==> config.mk <==
export PLATFORM = sky130hd
export DESIGN_NAME = bhq_cell
export DESIGN_NICKNAME = d
export VERILOG_FILES = /design/src/rtl/binary_max_heap_queue_top_defines.svh /design/src/rtl/bhq_pkg.sv /design/src/rtl/bhq_cell.sv
export SDC_FILE = /design/constraint.sdc
export NUM_CORES = 1
export LEC_CHECK = 0
export BUFFER_PORTS_ARGS = -buffer_cell sky130_fd_sc_hd__buf_2
export CORE_MARGIN = 1
export CORE_UTILIZATION = 40
export DETAILED_ROUTE_END_ITERATION = 10
export HOLD_SLACK_MARGIN = 0.05
export PLACE_DENSITY = 0.83
export SKIP_LAST_GASP = 1
export SLEW_MARGIN = 20
export SYNTH_ARGS = -nofsm -noshare
export SYNTH_HDL_FRONTEND = slang
export SYNTH_SLANG_ARGS = --single-unit
==> constraint.sdc <==
create_clock -name i_clk -period 3 [get_ports i_clk]
set_input_delay 0.15 -clock i_clk [delete_from_list [all_inputs] [get_ports i_clk]]
set_output_delay 0.15 -clock i_clk [all_outputs]
set_load 0.01 [all_outputs]
==> src/rtl/binary_max_heap_queue_top_defines.svh <==
// ----------------------------------------------------------------------------
// binary_max_heap_queue_top_defines
// Assertion macros shared by the priority queue RTL.
// ----------------------------------------------------------------------------
`ifndef BINARY_MAX_HEAP_QUEUE_TOP_DEFINES_SVH
`define BINARY_MAX_HEAP_QUEUE_TOP_DEFINES_SVH

// same-cycle implication, checked outside reset
`define BHQ_ASSERT_SAME(label, clk, rst_n, ante, cons, msg) \
    label: assert property (@(posedge clk) disable iff (!rst_n) (ante) |-> (cons)) \
        else $error(msg);

// next-cycle implication, checked outside reset
`define BHQ_ASSERT_NEXT(label, clk, rst_n, ante, cons, msg) \
    label: assert property (@(posedge clk) disable iff (!rst_n) (ante) |=> (cons)) \
        else $error(msg);

`endif

==> src/rtl/bhq_pkg.sv <==
// ----------------------------------------------------------------------------
// bhq_pkg
// Types and constants for the max-priority queue and its cells.
// ----------------------------------------------------------------------------
package bhq_pkg;

    // port widths fixed by the interface
    localparam int KEY_IN_W  = 32;
    localparam int TOP_KEY_W = 32;
    localparam int COUNT_W   = 9;
    localparam int STATUS_W  = 2;

    // parameter defaults
    localparam int CAPACITY_DEF  = 256;
    localparam int KEY_WIDTH_DEF = 32;

    // operation codes
    localparam logic KIND_PUSH = 1'b0;
    localparam logic KIND_POP  = 1'b1;

    // result status codes
    typedef enum logic [STATUS_W-1:0] {
        ST_OK    = 2'd0,
        ST_FULL  = 2'd1,
        ST_EMPTY = 2'd2
    } t_status;

    // command broadcast to every cell
    typedef struct packed {
        logic push;
        logic pop;
    } t_cell_cmd;

endpackage

==> src/rtl/bhq_cell.sv <==
// ----------------------------------------------------------------------------
// bhq_cell
// One slot of the sorted key chain; keeps keys in descending order.
// ----------------------------------------------------------------------------
module bhq_cell #(
    parameter int KEY_WIDTH = bhq_pkg::KEY_WIDTH_DEF,
    parameter int CNT_W     = 9,
    parameter int IDX       = 0
) (
    input  logic                        i_clk,
    input  bhq_pkg::t_cell_cmd          i_cmd,
    input  logic signed [KEY_WIDTH-1:0] i_new_key,
    input  logic        [CNT_W-1:0]     i_count,
    input  logic                        i_prev_ge,
    input  logic signed [KEY_WIDTH-1:0] i_prev_key,
    input  logic signed [KEY_WIDTH-1:0] i_next_key,
    output logic                        o_ge,
    output logic signed [KEY_WIDTH-1:0] o_key,
    output logic signed [KEY_WIDTH-1:0] o_key_next
);
    import bhq_pkg::*;

    logic signed [KEY_WIDTH-1:0] r_key;
    logic signed [KEY_WIDTH-1:0] n_key;
    logic                        w_occupied;

    // slot holds a live key, and that key stays ahead of the new one
    assign w_occupied = CNT_W'(IDX) < i_count;
    assign o_ge       = w_occupied && (r_key >= i_new_key);

    // insert: keep, take new key, or take the key shifted from the neighbor
    // remove: take the key from the next slot
    always_comb begin
        n_key = r_key;
        if (i_cmd.push) begin
            if (!o_ge) begin
                n_key = i_prev_ge ? i_new_key : i_prev_key;
            end
        end else if (i_cmd.pop) begin
            n_key = i_next_key;
        end
    end

    // key storage
    always_ff @(posedge i_clk) begin
        r_key <= n_key;
    end

    assign o_key      = r_key;
    assign o_key_next = n_key;

endmodule

==> flow_summary.toml, run 1 <==
[yosys]
yosys_register_bits = 32
synth_top_area_share_pct = 21.2
synthCells = 401
syn_area_per_cell_um2 = 7.52
synth_edf_count = 0
yosysWarnings = 0
synthArstFlopShare_pct = 0
synth_nets = 542
yosysSeqAreaShare_pct = 21.2
ys_types = 27
syn_area_um2 = 3020
synth_ff_type = "dfxtp_1"
ys_top_cells_by_area = "dfxtp_1 (21%), mux2i_1 (21%), a21oi_1 (18%)"
synth_area_leader_cell = "dfxtp_1"

[power]
ir_drop_mv = 0.382
p_leak_nw = 2.25
cellPowerDensity_nw_per_um2 = 875

[drt]
drc = 0
firstDrtPassIters = 4
routed_wl_mm = 8.78
detail_route.wl_per_cell_um = 13.3
ant_nets = 0
vias = 3449
drtIter0Drc = 115
via_per_inst = 5.23

[cells_and_area]
syn2layout_area_growth_pct = 34.1
final_cell_area_um2 = 4050
largest_reg_flops = 32
final_nets = 704
final_util_pct = 55.8
layout-drive-gt1-share_pct = 34.2
antennaDiodeCount = 0

[timing]
period_needed_ns = 2.87
hold_viol = 0
max_clock_freq_mhz = 349
report.final.setup_viol = 0
relSlewSlack_pct = 41.6
worst-slew-pin-transition_ns = 0.877
finalCritPeriodShare_pct = 95.6
clock_skew_ns = 0.00517
maxSlewViolCount = 0
rsz0062_at_grt = "yes"

[worst_setup_path]
path_class = "reg -> out"
start_kind = "flop"
worstSetupEndpointType = "output port"
cpPeakStageDelay_ns = 0.39
cp_slowest_cell = "a2111oi_4"
crit_path_cell_trace = "inv_1, ha_1, nand2b_4, a2111oi_4, nor4b_4, o31ai_4, nand3_4, buf_6, mux2i_1, buf_2"
arrival_ns = 2.72
required_ns = 2.85
path_max_fanout = 9

[floorplanning]
initial_core_util_pct = 41.6
coreArea_um2 = 7250
die_w_um = 88.8
die_area_um2 = 7890
dieHeight_um = 88.8
rows = 31
io-pin-count = 174

[grt]
grt_pass1_wl_mm = 13.8
grt_max_degree = 55
grt_pass1_vias = 3227
antenna_found_initial = 0
overflow = 0
track_usage_pct = 22.1

[cts]
cts_tree = "yes"
cts_hold_buf = 0
clk_latency_ns = 0.28
clk_pin_slew_ns = 0.07
clockRootBuffer = "clkbuf_8"
cts.sinks = 32
clockBufferDepth = 2
numCtsBuffers = 5
cts_setup_buffers = 0
htree_levels = 2

[placed_design]
dp_hpwl_mm = 7.04
postPlaceCellArea_um2 = 3950
port_buffers = 173
gp_congestion = 0.816

[worst_hold_path]
min_path_type = "in -> reg"

[run]
drv_cap = 0

[outcome]
status = "finished clean"
-- critical path: cells and delay by family, from the launching register on --
family	cells	cell delay, ns
adder cells (fa/ha/maj)	1	0.26
multiplexers	1	0.21
flip-flops	1	0.36
AND/OR/NAND/NOR	3	0.46
buffers and inverters	3	0.46
AO/OA/AOI/OAI	2	0.67
-- through the flow --
| stage | worst slack [ns] | hold WS [ns] | TNS [ns] | std cells | total power, mW |
|---|---|---|---|---|---|
| final | 0.131 | 0.356 | 0 | 660 | 3.54 |
| after global routing | -0.0000864 | 0.382 | -0.0000864 | 660 | 3.84 |
| after detailed placement | 0.327 | 0.602 | 0 | 655 | 3.20 |
| after CTS | 0.00572 | 0.340 | 0 | 660 | 3.53 |
| after floorplan | 0.698 | 0.477 | 0 | 401 | 2.35 |
| after global placement | 0.370 | 0.592 | 0 | 655 | 3.13 |
-- logic make-up after synthesis --
logic type                 count (synthesis)  synth area share (%)
AOI/OAI and AO/OA                        121                  22.0
adders and majority gates                 32                  13.3
buffers and inverters                     57                  7.97
DFF                                       32                  21.2
muxes                                     65                  21.6
and+or+nand+nor                           94                  13.9
-- timing repair --
item	in CTS	in global routing
resized for setup	0	5
hold endpoints to repair	0	0
endpoints found under the setup margin	0	26
-- final timing paths --
check	from	cells after the start	slack, ns	to
setup / recovery	o_key[0]$_DFF_P_	10	0.13	o_key_next[31]
hold / removal	i_prev_key[23]	5	0.36	o_key[23]$_DFF_P_
setup reg to reg	o_key[0]$_DFF_P_	9	0.64	o_key[6]$_DFF_P_
hold reg to reg	o_key[2]$_DFF_P_	2	0.62	o_key[2]$_DFF_P_
-- cells in the mapped netlist, types with 2 or more instances --
cell type  count
nand3_1        2
inv_1         32
nand4_1        5
and3_1         2
nor4_1         2
clkbuf_1      19
buf_6          3
nor3_1         2
a21oi_1      107
o21a_1         2
nor2_1        67
o21ai_0        5
ha_1          32
a21o_1         3
dfxtp_1       32
nand2_1       10
mux2i_1       64
buf_2          3
-- report_power, final --
part | internal (mW) | leakage [nW] | switching (mW)
Clock | 0.150 | 0.0359 | 0.158
Sequential | 0.660 | 0.270 | 0.235
Combinational | 1.05 | 1.95 | 1.28
Total | 1.86 | 2.25 | 1.67
-- area by class of cell --
type                            count  area (µm²)
Tap cell                           99         124
Multi-Input combinational cell    312        2150
Timing Repair Buffer              180         942
Sequential cell                    32         641
Fill cell                         695        3210
Inverter                           32         120
Clock buffer                        5        68.8
-- placed cells by master (no fill, tap or decap), drive strengths merged --
| master | count |
|---|---|
| o21a | 2 |
| mux2i | 64 |
| nor4 | 2 |
| nand2 | 10 |
| inv | 32 |
| ha | 32 |
| nor2 | 67 |
| o31ai | 1 |
| a21o | 3 |
| nand2b | 2 |
| buf | 180 |
| a221oi | 1 |
| nor4b | 1 |
| and3 | 2 |
| nand4 | 5 |
| o21ai | 5 |
| dfxtp | 32 |
| clkbuf | 5 |
| a2111oi | 1 |
| o2bb2ai | 1 |
| nor3 | 2 |
| nand3 | 3 |
| a21oi | 107 |
| mux2 | 1 |
-- routing by layer --
metal  vias up  wire length (µm)  GRT usage [%]
met1      1573              3690           26.2
met3         8               509           3.45
met2       130              4500           40.7
met5         -                 0              0
met4         0                83           6.45
li1       1738                 -              -
(Power assumes the default switching activity.)
==> run 2: changes to the inputs <==
- GPL_TIMING_DRIVEN: not set -> 0
==> run 2 against run 1 <==
  * Via count increased by 2.3%
  * Fmax increased by 1.7%
  * Worst hold slack got worse by 0.0094 ns
  * Worst setup slack better by 0.048 ns
  * Power rose by 1.8%
  * Largest cell class unchanged
==> flow_summary.toml, run 2 (same netlist as run 1, synthesis figures left out) <==
[cts]
cts_tree = "yes"
clockBufferDepth = 2
clk_pin_slew_ns = 0.07
clockRootBuffer = "clkbuf_8"
cts_hold_buf = 0
numCtsBuffers = 5
clk_latency_ns = 0.28
cts_setup_buffers = 0
htree_levels = 2
cts_resized = 0
cts.sinks = 32

[grt]
grt_max_degree = 11
track_usage_pct = 24.9
overflow = 0
grt_pass1_vias = 3458
antenna_found_initial = 0
grt_pass1_wl_mm = 15.3

[outcome]
status = "finished clean"

[timing]
hold_viol = 0
fin_setup_tns_ns = 0
clock_skew_ns = 0.00403
report.final.setup_viol = 0
fin_ws_ns = 0.178
worst-slew-pin-transition_ns = 0.549
max_clock_freq_mhz = 354
period_needed_ns = 2.82
relSlewSlack_pct = 63.4
maxSlewViolCount = 0
rsz0062_at_grt = "no"
finalCritPeriodShare_pct = 94.1

[cells_and_area]
final_common_cell = "buf_2"
layout-drive-gt1-share_pct = 32.8
fillers = 697
multi_input_area_um2 = 2140
syn2layout_area_growth_pct = 35.6
regArea_um2 = 641
largest_reg_flops = 32
final_cell_mix = "buf_2 (173), a21oi_1 (107), nor2_1 (67), mux2i_1 (63)"
antennaDiodeCount = 0
final_nets = 719

[worst_setup_path]
path_class = "reg -> out"
path_delay_family = "compound AO/OA/AOI/OAI gates"
required_ns = 2.85
cp_slowest_cell = "dfxtp_1"
path_max_fanout = 10
worst-path-buf-inv = 3
arrival_ns = 2.67
worstSetupEndpointType = "output port"
start_kind = "flop"
cpPeakStageDelay_ns = 0.39
crit_path_cell_trace = "inv_1, ha_1, nand2b_4, a2111oi_4, nor4b_2, o31ai_4, nand3_4, buf_6, mux2i_2, buf_2"

[drt]
firstDrtPassIters = 4
detail_route.wl_per_cell_um = 14.6
via_per_inst = 5.20
drc = 0
routed_wl_mm = 9.88
vias = 3527
drtIter0Drc = 112
ant_nets = 0

[power]
ir_drop_mv = 0.493
cellPowerDensity_nw_per_um2 = 880
p_leak_nw = 2.25

[floorplanning]
rows = 31
coreArea_um2 = 7250
io-pin-count = 174
dieHeight_um = 88.8
die_area_um2 = 7890
initial_core_util_pct = 41.6
die_w_um = 88.8

[placed_design]
port_buffers = 170
dp_hpwl_mm = 7.87
gp_congestion = 0.812
dpl_worst_slack_ns = 0.442

[run]
drv_cap = 0

[worst_hold_path]
min_path_type = "in -> reg"
run 2: changes by cell type in the layout (fill, tap and decap cells not counted), sizes merged:
cell / change
buf: -4
clkbuf: +22
run 2: cell type report:
class                   instances  area share (%)
multi-input cells             312            52.4
repair buffers                170            20.8
flip-flops and latches         32            15.7
well taps                      99            3.03
plain buffers                  25            2.94
inverters                      32            2.94
clock buffers                   8            2.20
run 2: routing by layer:
layer / track usage, % / vias up / routed length (µm)
met5: 0 / - / 0
met2: 47.4 / 134 / 5150
met4: 7.18 / 0 / 114
met1: 27.8 / 1621 / 4080
met3: 4.76 / 12 / 544
li1: - / 1760 / -
run 2: report_power, final:
part           internal (mW)  switching [mW]  total, mW
Clock                  0.188           0.170      0.358
Sequential             0.660           0.242      0.903
Combinational           1.06            1.28       2.34
Total                   1.91            1.69       3.60
run 2: final timing paths:
check	start	to	slack, ns	cells past startpoint
worst min-delay path	i_prev_key[18]	o_key[18]$_DFF_P_	0.35	5
worst max register to register	o_key[0]$_DFF_P_	o_key[25]$_DFF_P_	0.69	9
worst min register to register	o_key[30]$_DFF_P_	o_key[30]$_DFF_P_	0.61	2
worst max-delay path	o_key[0]$_DFF_P_	o_key_next[25]	0.18	10
run 2: worst min-delay path: cells and delay by family:
kind,cells,cell delay [ns]
muxes,1,0.15
and+or+nand+nor,1,0.03
AOI/OAI and AO/OA,2,0.17
buffers and inverters,1,0.08
run 2: per-stage QoR:
step | util, % | hold slack, ns | instances | power, mW | cell area [µm²]
floorplan | - | 0.477 | 401 | 2.35 | 3020
global placement | 55.0 | 0.593 | 670 | 3.15 | 3990
detailed placement | 55.0 | 0.603 | 670 | 3.23 | 3990
CTS | 56.3 | 0.330 | 678 | 3.60 | 4080
global route | 56.4 | 0.357 | 678 | 3.91 | 4090
finish | 56.4 | 0.347 | 678 | 3.60 | 4090
==> run 3: changes to the inputs <==
- CELL_PAD_IN_SITES_DETAIL_PLACEMENT: not set -> 1
- CELL_PAD_IN_SITES_GLOBAL_PLACEMENT: not set -> 1
- CORE_UTILIZATION: 40 -> 33
- PLACE_DENSITY: 0.83 -> 0.95
==> run 3 against run 2 <==
  * Fmax shrank 2.0%
  * Register-to-register slack worse by 0.04 ns
  * Flip-flop and latch count did not move
  * Clock skew up 0.0075 ns
  * Worst setup slack got worse by 0.059 ns
  * Design area up 0.61%
  * Power is 2.5% higher
  * Sequential share of layout area fell by 0.095 points
  * Critical path type unchanged
==> flow_summary.toml, run 3 (same netlist as run 1, synthesis figures left out) <==
[worst_setup_path]
worstSetupEndpointType = "output port"
cpPeakStageDelay_ns = 0.39
path_delay_family = "compound AO/OA/AOI/OAI gates"
required_ns = 2.85
path_class = "reg -> out"
worstReg2RegStart = "o_key[0]$_DFF_P_"
r2r_end = "o_key[15]$_DFF_P_"
cp-startpoint = "o_key[0]$_DFF_P_"
cp_slowest_cell = "dfxtp_1"
path_max_fanout = 10
crit_path_cell_trace = "inv_1, ha_1, nand2b_4, a2111oi_4, nor4b_4, o31ai_4, nand3_4, buf_6, mux2i_2, buf_2"
reg2reg_depth = 9
ff2ff_setup_slack_ns = 0.65
arrival_ns = 2.73
start_kind = "flop"
worst-path-buf-inv = 3

[cells_and_area]
final_cell_mix = "buf_2 (173), a21oi_1 (107), nor2_1 (67), mux2i_1 (63)"
final_util_pct = 47.0
regArea_um2 = 641
syn2layout_area_growth_pct = 36.5
antennaDiodeCount = 0
fillers = 1158
final_nets = 719
layout-drive-gt1-share_pct = 33.0
multi_input_area_um2 = 2160
final_common_cell = "buf_2"
largest_reg_flops = 32

[cts]
cts_tree = "yes"
cts_hold_buf = 0
clockRootBuffer = "clkbuf_8"
numCtsBuffers = 5
htree_levels = 2
clk_latency_ns = 0.30
cts.sinks = 32
clk_pin_slew_ns = 0.08
clockBufferDepth = 2

[timing]
period_needed_ns = 2.88
max_clock_freq_mhz = 347
rsz0062_at_grt = "no"
report.final.setup_viol = 0
clock_skew_ns = 0.0115
fin_ws_ns = 0.120
worst-slew-pin-transition_ns = 0.636
fin_setup_tns_ns = 0
hold_viol = 0
finalCritPeriodShare_pct = 96.0
relSlewSlack_pct = 57.6
maxSlewViolCount = 0

[drt]
firstDrtPassIters = 4
ant_nets = 0
routed_wl_mm = 11.9
vias = 3647
drtIter0Drc = 64
detail_route.wl_per_cell_um = 17.3
via_per_inst = 5.31
drc = 0

[placed_design]
gp_congestion = 0.864
dp_hpwl_mm = 9.49
port_buffers = 170
dpl_worst_slack_ns = 0.349

[floorplanning]
rows = 34
die_w_um = 97.6
io-pin-count = 174
dieHeight_um = 97.6
coreArea_um2 = 8760
initial_core_util_pct = 34.4
die_area_um2 = 9520

[worst_hold_path]
min_path_cells = 5
min_path_type = "in -> reg"
min_to = "o_key[24]$_DFF_P_"
min_from = "i_prev_key[24]"

[grt]
grt_pass1_wl_mm = 18.5
grt_max_degree = 11
overflow = 0
track_usage_pct = 24.2
antenna_found_initial = 0
grt_pass1_vias = 3871

[power]
p_total_mw = 3.69
cellPowerDensity_nw_per_um2 = 897
p_leak_nw = 2.26
ir_drop_mv = 0.379

[run]
drv_cap = 0

[outcome]
status = "finished clean"
## run 3: metal layers
metal | GRT usage [%] | vias to the layer above | wire [µm]
met3 | 3.88 | 14 | 613
met1 | 26.5 | 1740 | 4780
met2 | 46.6 | 137 | 6300
li1 | - | 1756 | -
met5 | 0 | - | 0
met4 | 8.37 | 0 | 162
## run 3: timing repair
item	in CTS	in global routing
resized for setup	0	4
setup endpoints to repair	0	28
setup buffers	0	0
## run 3: tightest hold or removal path, delay by kind of cell
family                 cells  cell delay, ns
AOI/OAI and AO/OA          2            0.19
and+or+nand+nor            1            0.03
buffers and inverters      1            0.07
muxes                      1            0.14
## run 3: layout make-up
cell class	count	area share (%)
clock buffers	8	2.19
multi-input cells	312	52.4
inverters	32	2.92
repair buffers	170	20.7
flip-flops and latches	32	15.6
well taps	108	3.28
plain buffers	25	2.92
## run 3: worst max path at each step
| stage | to | slack (ns) | cells past startpoint |
|---|---|---|---|
| final | o_key_next[15] | 0.12 | 10 |
| after global routing | o_key_next[22] | 0.006 | 10 |
| after CTS | o_key_next[15] | 0.02 | 9 |
| after detailed placement | o_key_next[15] | 0.35 | 9 |
| after global placement | o_key_next[14] | 0.40 | 9 |
| after floorplan | o_key_next[22] | 0.70 | 9 |
## run 3: power breakdown
part           switching [mW]  leakage, nW  internal (mW)  total [mW]
logic                    1.34         1.94           1.07        2.41
registers               0.247        0.270          0.660       0.907
clock network           0.189       0.0455          0.188       0.377
total                    1.78         2.26           1.91        3.69
## run 3: through the flow
step           cell area [µm²]  instances  hold slack (ns)
3_3_place_gp              4000        679            0.593
4_1_cts                   4090        687            0.327
3_5_place_dp              4000        679            0.602
2_1_floorplan             3020        401            0.477
5_1_grt                   4120        687            0.392
6_report                  4120        687            0.330
